## config.mk

```make
export PLATFORM = sky130hd
export DESIGN_NAME = action_state_auto_repeat
export DESIGN_NICKNAME = d
export VERILOG_FILES = /design/src/hw/rtl/asar_pkg.sv /design/src/hw/rtl/asar_front.sv /design/src/hw/rtl/asar_div.sv /design/src/hw/rtl/asar_back.sv /design/src/hw/rtl/action_state_auto_repeat.sv
export SDC_FILE = /design/constraint.sdc
export NUM_CORES = 2
export LEC_CHECK = 0
export BUFFER_PORTS_ARGS = -buffer_cell sky130_fd_sc_hd__buf_2
export CORE_AREA = 2 2 471 567
export DETAILED_ROUTE_END_ITERATION = 7
export DIE_AREA = 0 0 473 569
export SYNTH_ARGS = -nofsm -noshare
export SYNTH_HDL_FRONTEND = slang
export SYNTH_SLANG_ARGS = --single-unit
```

## constraint.sdc

```tcl
create_clock -name i_clk -period 9.26 [get_ports i_clk]
set_input_delay 1.389 -clock i_clk [delete_from_list [all_inputs] [get_ports i_clk]]
set_output_delay 1.389 -clock i_clk [all_outputs]
set_load 0.02 [all_outputs]
```

## src/hw/rtl/asar_pkg.sv

```systemverilog
package asar_pkg;

    localparam int ACTION_COUNT = 8;
    localparam int REPEAT_CAP   = 4;
    localparam int IDX_W        = 3;
    localparam int VAL_W        = 9;
    localparam int EL_W         = 16;
    localparam int TIME_W       = 32;
    localparam int IV_W         = 16;
    localparam int CFG_W        = 64;
    localparam int CFG_IDX_W    = 3;

    localparam logic [VAL_W-1:0]  VAL_FULL = VAL_W'(256);
    localparam logic [TIME_W-1:0] TIME_MAX = {TIME_W{1'b1}};

    // register indexes
    localparam logic [CFG_IDX_W-1:0] CFG_THRESH = 3'd0;
    localparam logic [CFG_IDX_W-1:0] CFG_MIN_IV = 3'd1;
    localparam logic [CFG_IDX_W-1:0] CFG_MAX_IV = 3'd2;
    localparam logic [CFG_IDX_W-1:0] CFG_RAMP   = 3'd3;
    localparam logic [CFG_IDX_W-1:0] CFG_SUPP   = 3'd4;

    // register reset values
    localparam logic [IV_W-1:0] RST_MIN_IV = 16'd50;
    localparam logic [IV_W-1:0] RST_MAX_IV = 16'd300;
    localparam logic [IV_W-1:0] RST_RAMP   = 16'd1000;

    // item kinds
    localparam logic MODE_SET  = 1'b0;
    localparam logic MODE_TICK = 1'b1;

    typedef struct packed {
        logic              mode;
        logic [IDX_W-1:0]  idx;
        logic [VAL_W-1:0]  val;
        logic [EL_W-1:0]   elapsed;
    } t_item;

    typedef struct packed {
        logic              start;
        logic [TIME_W-1:0] num;
        logic [IV_W-1:0]   den;
    } t_div_req;

    typedef struct packed {
        logic              done;
        logic [TIME_W-1:0] quot;
    } t_div_rsp;

    // an interval of zero counts as one ms
    function automatic logic [IV_W-1:0] fix_iv(input logic [IV_W-1:0] v);
        fix_iv = (v == '0) ? IV_W'(1) : v;
    endfunction

endpackage

```

## src/hw/rtl/asar_front.sv

```systemverilog
module asar_front (
    input  logic                 i_clk,
    input  logic                 i_rst_n,
    input  logic                 i_valid,
    output logic                 o_ready,
    input  asar_pkg::t_item      i_item,
    output logic                 o_avail,
    output asar_pkg::t_item      o_item,
    input  logic                 i_pop
);

    asar_pkg::t_item r_mem [2];
    logic            r_wp, r_rp;
    logic [1:0]      r_cnt;
    asar_pkg::t_item w_item;
    logic            w_push, w_pop;

    // clamp the value on the way in
    always_comb begin
        w_item = i_item;
        if (i_item.val > asar_pkg::VAL_FULL) begin
            w_item.val = asar_pkg::VAL_FULL;
        end
    end

    assign o_ready = (r_cnt != 2'd2);
    assign o_avail = (r_cnt != 2'd0);
    assign o_item  = r_mem[r_rp];
    assign w_push  = i_valid && o_ready;
    assign w_pop   = i_pop && o_avail;

    // two-entry queue toward the back end
    always_ff @(posedge i_clk) begin
        if (!i_rst_n) begin
            r_wp  <= 1'b0;
            r_rp  <= 1'b0;
            r_cnt <= 2'd0;
        end else begin
            if (w_push) begin
                r_wp <= ~r_wp;
            end
            if (w_pop) begin
                r_rp <= ~r_rp;
            end
            r_cnt <= r_cnt + 2'(w_push) - 2'(w_pop);
        end
    end

    always_ff @(posedge i_clk) begin
        if (w_push) begin
            r_mem[r_wp] <= w_item;
        end
    end

endmodule

```

## src/hw/rtl/asar_div.sv

```systemverilog
module asar_div (
    input  logic                i_clk,
    input  logic                i_rst_n,
    input  asar_pkg::t_div_req  i_req,
    output asar_pkg::t_div_rsp  o_rsp
);

    logic [asar_pkg::TIME_W-1:0] r_q;
    logic [asar_pkg::IV_W-1:0]   r_rem, r_den;
    logic [4:0]                  r_cnt;
    logic                        r_busy, r_done;
    logic [asar_pkg::IV_W:0]     w_trial;
    logic                        w_ge;

    assign w_trial = {r_rem, r_q[asar_pkg::TIME_W-1]};
    assign w_ge    = (w_trial >= {1'b0, r_den});

    assign o_rsp.done = r_done;
    assign o_rsp.quot = r_q;

    // restoring division, one quotient bit per cycle
    always_ff @(posedge i_clk) begin
        if (!i_rst_n) begin
            r_busy <= 1'b0;
            r_done <= 1'b0;
            r_cnt  <= '0;
        end else begin
            r_done <= 1'b0;
            if (i_req.start) begin
                r_busy <= 1'b1;
                r_cnt  <= '0;
            end else if (r_busy) begin
                r_cnt <= r_cnt + 5'd1;
                if (r_cnt == 5'd31) begin
                    r_busy <= 1'b0;
                    r_done <= 1'b1;
                end
            end
        end
    end

    always_ff @(posedge i_clk) begin
        if (i_req.start) begin
            r_q   <= i_req.num;
            r_rem <= '0;
            r_den <= i_req.den;
        end else if (r_busy) begin
            r_rem <= w_ge ? asar_pkg::IV_W'(w_trial - {1'b0, r_den})
                          : w_trial[asar_pkg::IV_W-1:0];
            r_q   <= {r_q[asar_pkg::TIME_W-2:0], w_ge};
        end
    end

endmodule

```

## src/hw/rtl/asar_back.sv

```systemverilog
module asar_back (
    input  logic                          i_clk,
    input  logic                          i_rst_n,
    input  logic                          i_cfg_we,
    input  logic [asar_pkg::CFG_IDX_W-1:0] i_cfg_idx,
    input  logic [asar_pkg::CFG_W-1:0]     i_cfg_data,
    input  logic                          i_avail,
    input  asar_pkg::t_item               i_item,
    output logic                          o_pop,
    output asar_pkg::t_div_req            o_div_req,
    input  asar_pkg::t_div_rsp            i_div_rsp,
    output logic                          o_valid,
    input  logic                          i_ready,
    output logic [asar_pkg::IDX_W-1:0]    o_action,
    output logic [asar_pkg::VAL_W-1:0]    o_value,
    output logic                          o_repeat,
    output logic                          o_last
);

    localparam int TW = asar_pkg::TIME_W;
    localparam int VW = asar_pkg::VAL_W;
    localparam int IW = asar_pkg::IV_W;
    localparam int XW = asar_pkg::IDX_W;
    localparam int AC = asar_pkg::ACTION_COUNT;

    typedef enum logic [12:0] {
        S_IDLE  = 13'b0000000000001,
        S_CHG   = 13'b0000000000010,
        S_UPD   = 13'b0000000000100,
        S_EVAL  = 13'b0000000001000,
        S_MUL   = 13'b0000000010000,
        S_DS1   = 13'b0000000100000,
        S_DW1   = 13'b0000001000000,
        S_DS2   = 13'b0000010000000,
        S_DW2   = 13'b0000100000000,
        S_MULK  = 13'b0001000000000,
        S_ADV   = 13'b0010000000000,
        S_REP   = 13'b0100000000000,
        S_FLUSH = 13'b1000000000000
    } t_state;

    t_state r_st, n_st;

    // configuration
    logic [asar_pkg::CFG_W-1:0] r_thr;
    logic [IW-1:0]              r_min, r_max, r_ramp;
    logic                       r_sup;

    // per-action state
    logic [VW-1:0] r_cur [AC], n_cur [AC];
    logic [VW-1:0] r_prev[AC], n_prev[AC];
    logic [TW-1:0] r_dur [AC], n_dur [AC];
    logic [TW-1:0] r_nxt [AC], n_nxt [AC];

    // work registers
    logic [XW-1:0]      r_a, n_a;
    logic [15:0]        r_el, n_el;
    logic [IW-1:0]      r_iv, n_iv;
    logic [TW+IW-1:0]   r_prod, n_prod;
    logic [TW-1:0]      r_quot, n_quot;
    logic [2:0]         r_cnt, n_cnt;

    // held event and output register
    logic               r_pv, n_pv;
    logic [XW-1:0]      r_pact, n_pact;
    logic [VW-1:0]      r_pval, n_pval;
    logic               r_prep, n_prep;
    logic               r_ov, n_ov;
    logic [XW-1:0]      r_oact, n_oact;
    logic [VW-1:0]      r_oval, n_oval;
    logic               r_orep, n_orep;
    logic               r_olast, n_olast;

    logic [VW-1:0]  w_cur, w_prev;
    logic [TW-1:0]  w_dur, w_nxt;
    logic [7:0]     w_thr;
    logic [IW-1:0]  w_span, w_v;
    logic [TW:0]    w_sum;
    logic [TW+IW+1:0] w_adv;
    logic           w_free, w_want, w_erep, w_eok, w_cond, w_last_a;

    assign w_cur    = r_cur[r_a];
    assign w_prev   = r_prev[r_a];
    assign w_dur    = r_dur[r_a];
    assign w_nxt    = r_nxt[r_a];
    assign w_thr    = r_thr[{r_a, 3'b000} +: 8];
    assign w_span   = r_max - r_min;
    assign w_free   = !r_ov || i_ready;
    assign w_eok    = !r_pv || w_free;
    assign w_last_a = (r_a == XW'(AC - 1));
    assign w_sum    = {1'b0, w_dur} + (TW + 1)'(r_el);
    assign w_adv    = (TW + IW + 2)'(r_prod) + (TW + IW + 2)'(r_iv) + (TW + IW + 2)'(w_nxt);
    assign w_v      = (i_div_rsp.quot >= TW'(w_span)) ? r_min
                                                      : r_max - i_div_rsp.quot[IW-1:0];

    // repeat falls due for the current action
    assign w_cond = (w_thr != 8'd0) && (w_cur > {1'b0, w_thr}) && (w_dur != '0)
                 && !((w_dur >= TW'(r_el)) && ((w_dur - TW'(r_el)) >= w_nxt))
                 && (w_dur >= w_nxt);

    assign o_valid  = r_ov;
    assign o_action = r_oact;
    assign o_value  = r_oval;
    assign o_repeat = r_orep;
    assign o_last   = r_olast;

    // sequencer
    always_comb begin
        n_st    = r_st;
        n_cur   = r_cur;
        n_prev  = r_prev;
        n_dur   = r_dur;
        n_nxt   = r_nxt;
        n_a     = r_a;
        n_el    = r_el;
        n_iv    = r_iv;
        n_prod  = r_prod;
        n_quot  = r_quot;
        n_cnt   = r_cnt;
        n_pv    = r_pv;
        n_pact  = r_pact;
        n_pval  = r_pval;
        n_prep  = r_prep;
        n_ov    = r_ov && !i_ready;
        n_oact  = r_oact;
        n_oval  = r_oval;
        n_orep  = r_orep;
        n_olast = r_olast;
        w_want  = 1'b0;
        w_erep  = 1'b0;
        o_pop   = 1'b0;
        o_div_req.start = 1'b0;
        o_div_req.num   = w_dur - w_nxt;
        o_div_req.den   = r_iv;

        case (r_st)
            S_IDLE: begin
                if (i_avail) begin
                    o_pop = 1'b1;
                    if (i_item.mode == asar_pkg::MODE_SET) begin
                        if ({1'b0, i_item.idx} < (XW + 1)'(AC)) begin
                            n_cur[i_item.idx] = i_item.val;
                        end
                    end else begin
                        n_el = i_item.elapsed;
                        n_a  = '0;
                        n_st = S_CHG;
                    end
                end
            end
            S_CHG: begin
                w_want = (w_cur != w_prev) && !r_sup;
                if (!w_want || w_eok) begin
                    if (w_last_a) begin
                        n_a  = '0;
                        n_st = S_UPD;
                    end else begin
                        n_a = r_a + XW'(1);
                    end
                end
            end
            S_UPD: begin
                if ((w_cur != '0) != (w_prev != '0)) begin
                    n_dur[r_a] = '0;
                    n_nxt[r_a] = TW'(r_max);
                end else begin
                    n_dur[r_a] = w_sum[TW] ? asar_pkg::TIME_MAX : w_sum[TW-1:0];
                end
                n_st = S_EVAL;
            end
            S_EVAL: begin
                if (!w_cond) begin
                    n_st = S_REP;
                    n_cnt = '0;
                end else if (r_min >= r_max) begin
                    n_iv = asar_pkg::fix_iv(r_max);
                    n_st = S_DS2;
                end else if ((r_ramp == '0) || (w_dur >= TW'(r_ramp))) begin
                    n_iv = asar_pkg::fix_iv(r_min);
                    n_st = S_DS2;
                end else begin
                    n_st = S_MUL;
                end
            end
            S_MUL: begin
                n_prod = (TW + IW)'(TW'(w_dur[IW-1:0]) * TW'(w_span));
                n_st   = S_DS1;
            end
            S_DS1: begin
                o_div_req.start = 1'b1;
                o_div_req.num   = r_prod[TW-1:0];
                o_div_req.den   = r_ramp;
                n_st = S_DW1;
            end
            S_DW1: begin
                if (i_div_rsp.done) begin
                    n_iv = asar_pkg::fix_iv(w_v);
                    n_st = S_DS2;
                end
            end
            S_DS2: begin
                o_div_req.start = 1'b1;
                n_st = S_DW2;
            end
            S_DW2: begin
                if (i_div_rsp.done) begin
                    n_quot = i_div_rsp.quot;
                    n_st   = S_MULK;
                end
            end
            S_MULK: begin
                n_prod = r_quot * r_iv;
                n_st   = S_ADV;
            end
            S_ADV: begin
                n_nxt[r_a] = (w_adv > (TW + IW + 2)'(asar_pkg::TIME_MAX))
                           ? asar_pkg::TIME_MAX : w_adv[TW-1:0];
                n_cnt = (r_quot >= TW'(asar_pkg::REPEAT_CAP)) ? 3'(asar_pkg::REPEAT_CAP)
                                                              : r_quot[2:0] + 3'd1;
                n_st  = S_REP;
            end
            S_REP: begin
                if ((r_cnt == '0) || r_sup) begin
                    if (w_last_a) begin
                        n_prev = r_cur;
                        n_st   = S_FLUSH;
                    end else begin
                        n_a  = r_a + XW'(1);
                        n_st = S_UPD;
                    end
                end else begin
                    w_want = 1'b1;
                    w_erep = 1'b1;
                    if (w_eok) begin
                        n_cnt = r_cnt - 3'd1;
                    end
                end
            end
            S_FLUSH: begin
                if (!r_pv) begin
                    n_st = S_IDLE;
                end else if (w_free) begin
                    n_ov    = 1'b1;
                    n_oact  = r_pact;
                    n_oval  = r_pval;
                    n_orep  = r_prep;
                    n_olast = 1'b1;
                    n_pv    = 1'b0;
                    n_st    = S_IDLE;
                end
            end
            default: begin
                n_st = S_IDLE;
            end
        endcase

        // an event goes to the held slot; the one held before moves out
        if (w_want && w_eok) begin
            if (r_pv) begin
                n_ov    = 1'b1;
                n_oact  = r_pact;
                n_oval  = r_pval;
                n_orep  = r_prep;
                n_olast = 1'b0;
            end
            n_pv   = 1'b1;
            n_pact = r_a;
            n_pval = w_cur;
            n_prep = w_erep;
        end
    end

    always_ff @(posedge i_clk) begin
        if (!i_rst_n) begin
            r_st   <= S_IDLE;
            r_pv   <= 1'b0;
            r_ov   <= 1'b0;
            r_a    <= '0;
            r_cnt  <= '0;
            r_thr  <= '0;
            r_min  <= asar_pkg::RST_MIN_IV;
            r_max  <= asar_pkg::RST_MAX_IV;
            r_ramp <= asar_pkg::RST_RAMP;
            r_sup  <= 1'b0;
            for (int i = 0; i < AC; i++) begin
                r_cur[i]  <= '0;
                r_prev[i] <= '0;
                r_dur[i]  <= '0;
                r_nxt[i]  <= '0;
            end
        end else begin
            r_st   <= n_st;
            r_pv   <= n_pv;
            r_ov   <= n_ov;
            r_a    <= n_a;
            r_cnt  <= n_cnt;
            r_cur  <= n_cur;
            r_prev <= n_prev;
            r_dur  <= n_dur;
            r_nxt  <= n_nxt;
            // configuration writes
            if (i_cfg_we) begin
                case (i_cfg_idx)
                    asar_pkg::CFG_THRESH: r_thr  <= i_cfg_data;
                    asar_pkg::CFG_MIN_IV: r_min  <= i_cfg_data[IW-1:0];
                    asar_pkg::CFG_MAX_IV: r_max  <= i_cfg_data[IW-1:0];
                    asar_pkg::CFG_RAMP:   r_ramp <= i_cfg_data[IW-1:0];
                    asar_pkg::CFG_SUPP:   r_sup  <= i_cfg_data[0];
                    default: ;
                endcase
            end
        end
    end

    // payload
    always_ff @(posedge i_clk) begin
        r_el    <= n_el;
        r_iv    <= n_iv;
        r_prod  <= n_prod;
        r_quot  <= n_quot;
        r_pact  <= n_pact;
        r_pval  <= n_pval;
        r_prep  <= n_prep;
        r_oact  <= n_oact;
        r_oval  <= n_oval;
        r_orep  <= n_orep;
        r_olast <= n_olast;
    end

endmodule

```

## src/hw/rtl/action_state_auto_repeat.sv

```systemverilog
// Key auto-repeat with a ramping interval for eight actions.
// Input stream (s_axis): tuser = mode (0 set value, 1 frame tick);
//   tdata = action_index[2:0], action_value[11:3], elapsed_ms[27:12].
// Output stream (m_axis): tdata = event_action[2:0], event_value[11:3];
//   tuser = is_repeat; tlast marks the final event of a tick.
// Config port: i_cfg_we with i_cfg_idx 0 thresholds, 1 min interval,
//   2 max interval, 3 ramp time, 4 suppress; write only while idle.
// A two-entry queue decouples intake from the sequencer, so items are
// taken while a tick is being worked off. Items are handled one at a time.
// A set item is handled in the idle state. For each action with repeats due,
// the shared divider runs once, or twice when the interval ramps. The last
// event of a tick is held back until the tick ends so it can carry tlast.
// A stalled receiver stalls the sequencer; the queue keeps taking input
// until full. Reset clears the control and per-action state and restores
// the configuration defaults.
module action_state_auto_repeat (
    input  logic        i_clk,
    input  logic        i_rst_n,
    input  logic        i_cfg_we,
    input  logic [2:0]  i_cfg_idx,
    input  logic [63:0] i_cfg_data,
    input  logic        i_s_axis_tvalid,
    output logic        o_s_axis_tready,
    input  logic [31:0] i_s_axis_tdata,   // action_index, action_value, elapsed_ms
    input  logic        i_s_axis_tuser,   // mode
    output logic        o_m_axis_tvalid,
    input  logic        i_m_axis_tready,
    output logic [15:0] o_m_axis_tdata,   // event_action, event_value
    output logic        o_m_axis_tuser,   // is_repeat
    output logic        o_m_axis_tlast
);

    asar_pkg::t_item    w_in_item, w_q_item;
    asar_pkg::t_div_req w_div_req;
    asar_pkg::t_div_rsp w_div_rsp;
    logic               w_avail, w_pop;
    logic [asar_pkg::IDX_W-1:0] w_act;
    logic [asar_pkg::VAL_W-1:0] w_val;

    // unpack the input transfer
    assign w_in_item.mode    = i_s_axis_tuser;
    assign w_in_item.idx     = i_s_axis_tdata[2:0];
    assign w_in_item.val     = i_s_axis_tdata[11:3];
    assign w_in_item.elapsed = i_s_axis_tdata[27:12];

    asar_front u_front (
        .i_clk   (i_clk),
        .i_rst_n (i_rst_n),
        .i_valid (i_s_axis_tvalid),
        .o_ready (o_s_axis_tready),
        .i_item  (w_in_item),
        .o_avail (w_avail),
        .o_item  (w_q_item),
        .i_pop   (w_pop)
    );

    asar_div u_div (
        .i_clk   (i_clk),
        .i_rst_n (i_rst_n),
        .i_req   (w_div_req),
        .o_rsp   (w_div_rsp)
    );

    asar_back u_back (
        .i_clk      (i_clk),
        .i_rst_n    (i_rst_n),
        .i_cfg_we   (i_cfg_we),
        .i_cfg_idx  (i_cfg_idx),
        .i_cfg_data (i_cfg_data),
        .i_avail    (w_avail),
        .i_item     (w_q_item),
        .o_pop      (w_pop),
        .o_div_req  (w_div_req),
        .i_div_rsp  (w_div_rsp),
        .o_valid    (o_m_axis_tvalid),
        .i_ready    (i_m_axis_tready),
        .o_action   (w_act),
        .o_value    (w_val),
        .o_repeat   (o_m_axis_tuser),
        .o_last     (o_m_axis_tlast)
    );

    // pack the output transfer
    assign o_m_axis_tdata = {4'b0000, w_val, w_act};

endmodule

```

==> qor.txt <==
Status -> completed
Setup Crit Path Kind -> flip-flop to flip-flop
Placed Cells incl. Taps -> 12300
Hold-fix buffers, CTS -> 0
FF/Latch Area -> 23700 µm²
Pins Over Slew Limit -> 0
Pwr dens -> 129 nW/µm²
Worst Tran Pin Value -> 1.26 ns
Vias per cell -> 5.43
Die Y -> 569 µm
DP Area -> 84000 µm²
Routed length per instance -> 22.8 µm
Via count -> 67900
Max-Cap Viols -> 0
Max stage delay on crit path -> 0.55 ns
CP startpoint kind -> flip-flop
Minimum clock period -> 8.87 ns
CP Max Fanout -> 7
Layout Cells excl Fill -> 12500
Initial Utilization -> 29.9%
Share of layout cells above drive strength 1 -> 8.97%
Most frequent CP cell -> fa_1
Mapped Area -> 78800 µm²
DR pass1 iterations -> 8
GRT Total Usage -> 20.6%
Die X-Extent -> 473 µm
Drt drc -> 0
Total gr overflow -> 0
Final Routed Wirelength -> 286000 µm
Setup-failing EPs final -> 0
GPL Wtd Cong -> 0.941
NumNets Final -> 10100
Clock Skew -> 0.0944 ns
HP Class -> flip-flop to flip-flop
Worst-path clk slew -> 0.06 ns
Initial antenna violation count -> 3
Max IR drop VDD -> 0.169 mV
Top FF cell, synth -> dfxtp_1
Clk sinks -> 1063
RSZ-0062 raised after global routing -> yes
Max transition margin -> 15.6%
CTS tree -> done
Finished Cell Area -> 88100 µm²
Filler cells -> 27000
I/O pin total -> 125
Area of the multi-input gates -> 50200 µm²
Period utilization -> 95.8%
Final setup TNS -> 0 ns
Delay-heaviest family, CP -> adder cells
Row cnt -> 207
Largest net degree at the start of global routing -> 124
LEAKAGE -> 0.0373 µW
I/O Buffers -> 116
Post-synth EDFFs -> 245
Synth area leaders -> dfxtp_1, fa_1, edfxtp_1
Synth warn -> 0
Yosys top cell by area -> dfxtp_1
CP Capture Type -> flip-flop
Clock Path Buffers -> 3
Root Buffer -> clkbuf_16
Area growth syn-to-layout -> 11.9%
Synthesis-stage register bit count -> 1063
Die ar. -> 269000 µm²
Crit path DAT -> 9.36 ns
Final hold viol count -> 0
Clk Latency, worst-skew pair -> 0.81 ns
Syn_area_per_cell -> 8.81 µm²
Cts bufs inserted -> 112
CP required -> 9.75 ns
Post-synthesis sequential area ratio -> 30.1%
ANT nets after route -> 0
Vias in the first global route -> 67900
Starting DRT DRC Count -> 5891
Share of the synthesized area in the top cell type -> 20.8%
DP HPWL -> 212000 µm
Worst Path Buf+Inv -> 6
Maximum operating frequency -> 0.113 GHz
Post-Syn Instances -> 8944
H-tree levels -> 3
Core area -> 264000 µm²
Synth unique cells -> 99
First-pass GRT wire length -> 424000 µm
Slowest cell on crit path -> fa_1
Synth async-reset ratio -> 0%
==> flip-flops by register name, summed over array words and instances, names as in the netlist, 48 cells and up, named ones only <==
signal and flops:
u_back.r_cur 72, u_back.r_dur 256, u_back.r_nxt 256, u_back.r_prod 48, u_back.r_prev 72, u_front.r_mem 58
u_back.r_thr 64
==> routing by layer <==
metal	vias up	global-route usage, %	routed length [µm]
li1	30600	-	-
met1	33700	24.9	111000
met2	2819	34.8	136000
met3	744	2.76	19500
met4	2	12.3	19000
met5	-	0	18
==> what timing repair did <==
action,CTS,global route
resized for setup,1,17
pin swaps,0,3
setup endpoints to repair,1,26
setup buffers,0,1
==> cell usage in the layout, fill, tap and decap left out, types with 245 or more instances in the layout <==
master	netlist	routed
nand2_1	1459	1457
inv_1	823	822
dfxtp_1	818	814
fa_1	620	620
nor2_1	603	580
ha_1	466	466
a21oi_1	457	446
o21ai_0	293	288
a22oi_1	279	279
buf_4	10	265
edfxtp_1	245	245
==> power by group <==
group          internal (µW)  switching (µW)
clock network           2760            2120
logic                    480            1030
registers               4870            96.7
total                   8110            3250
==> tightest hold or removal path, delay by kind of cell (launching register included) <==
family / cells / cell delay (ns)
AOI/OAI and AO/OA: 1 / 0.05
DFF: 1 / 0.32
and+or+nand+nor: 1 / 0.04
==> worst paths after layout <==
check             slack (ns)                end  depth (start not counted)              start
setup / recovery        0.39  u_back.r_prod[29]                         37    u_back.r_min[1]
hold / removal          0.45  u_back.r_dur[125]                          2  u_back.r_dur[125]
setup reg to reg        0.39  u_back.r_prod[29]                         37    u_back.r_min[1]
hold reg to reg         0.45  u_back.r_dur[125]                          2  u_back.r_dur[125]
==> cell usage after synthesis, drive strengths merged, types with 148 or more instances <==
master and number:
ha 466, xnor2 162, and2 237, nand3 148, inv 827, clkbuf 429, dfxtp 818, nor2 603
nand2 1460, fa 620, edfxtp 245, o21ai 394, a21o 193, a22oi 279, a21oi 457
==> metrics by stage <==
step / hold WS (ns) / total power, µW / utilization [%] / setup slack, ns
after floorplan: 0.418 / 5960 / - / 0.0231
after global placement: 0.429 / 6510 / 31.9 / -0.112
after detailed placement: 0.438 / 6540 / 31.9 / 0.0369
after CTS: 0.453 / 11400 / 33.4 / 0.00715
after global routing: 0.473 / 11700 / 33.4 / -0.0956
final: 0.451 / 11400 / 33.4 / 0.387
==> kinds of logic (layout without fill, tap and decap cells) <==
group	after synthesis	count (layout)	synth area share (%)
and+or+nand+nor	2918	2918	16.6
AOI/OAI and AO/OA	2062	2062	17.5
buffers and inverters	1345	1441	6.52
adders and majority gates	1086	1086	23.2
DFF	1063	1063	30.1
xor gates and xnor gates	268	268	2.98
muxes	201	201	3.17
other	1	9	0.00476
==> area by class of cell <==
class                           count  share of cell area, %
Inverter                          845                   3.61
Timing Repair Buffer              385                   3.01
Antenna cell                        5                 0.0142
Clock buffer                      152                   3.61
Clock inverter                     59                  0.910
Tap cell                         3448                   4.90
Sequential cell                  1063                   26.9
Multi-Input combinational cell   6539                   57.0
Power figures use the tool's default switching activity.
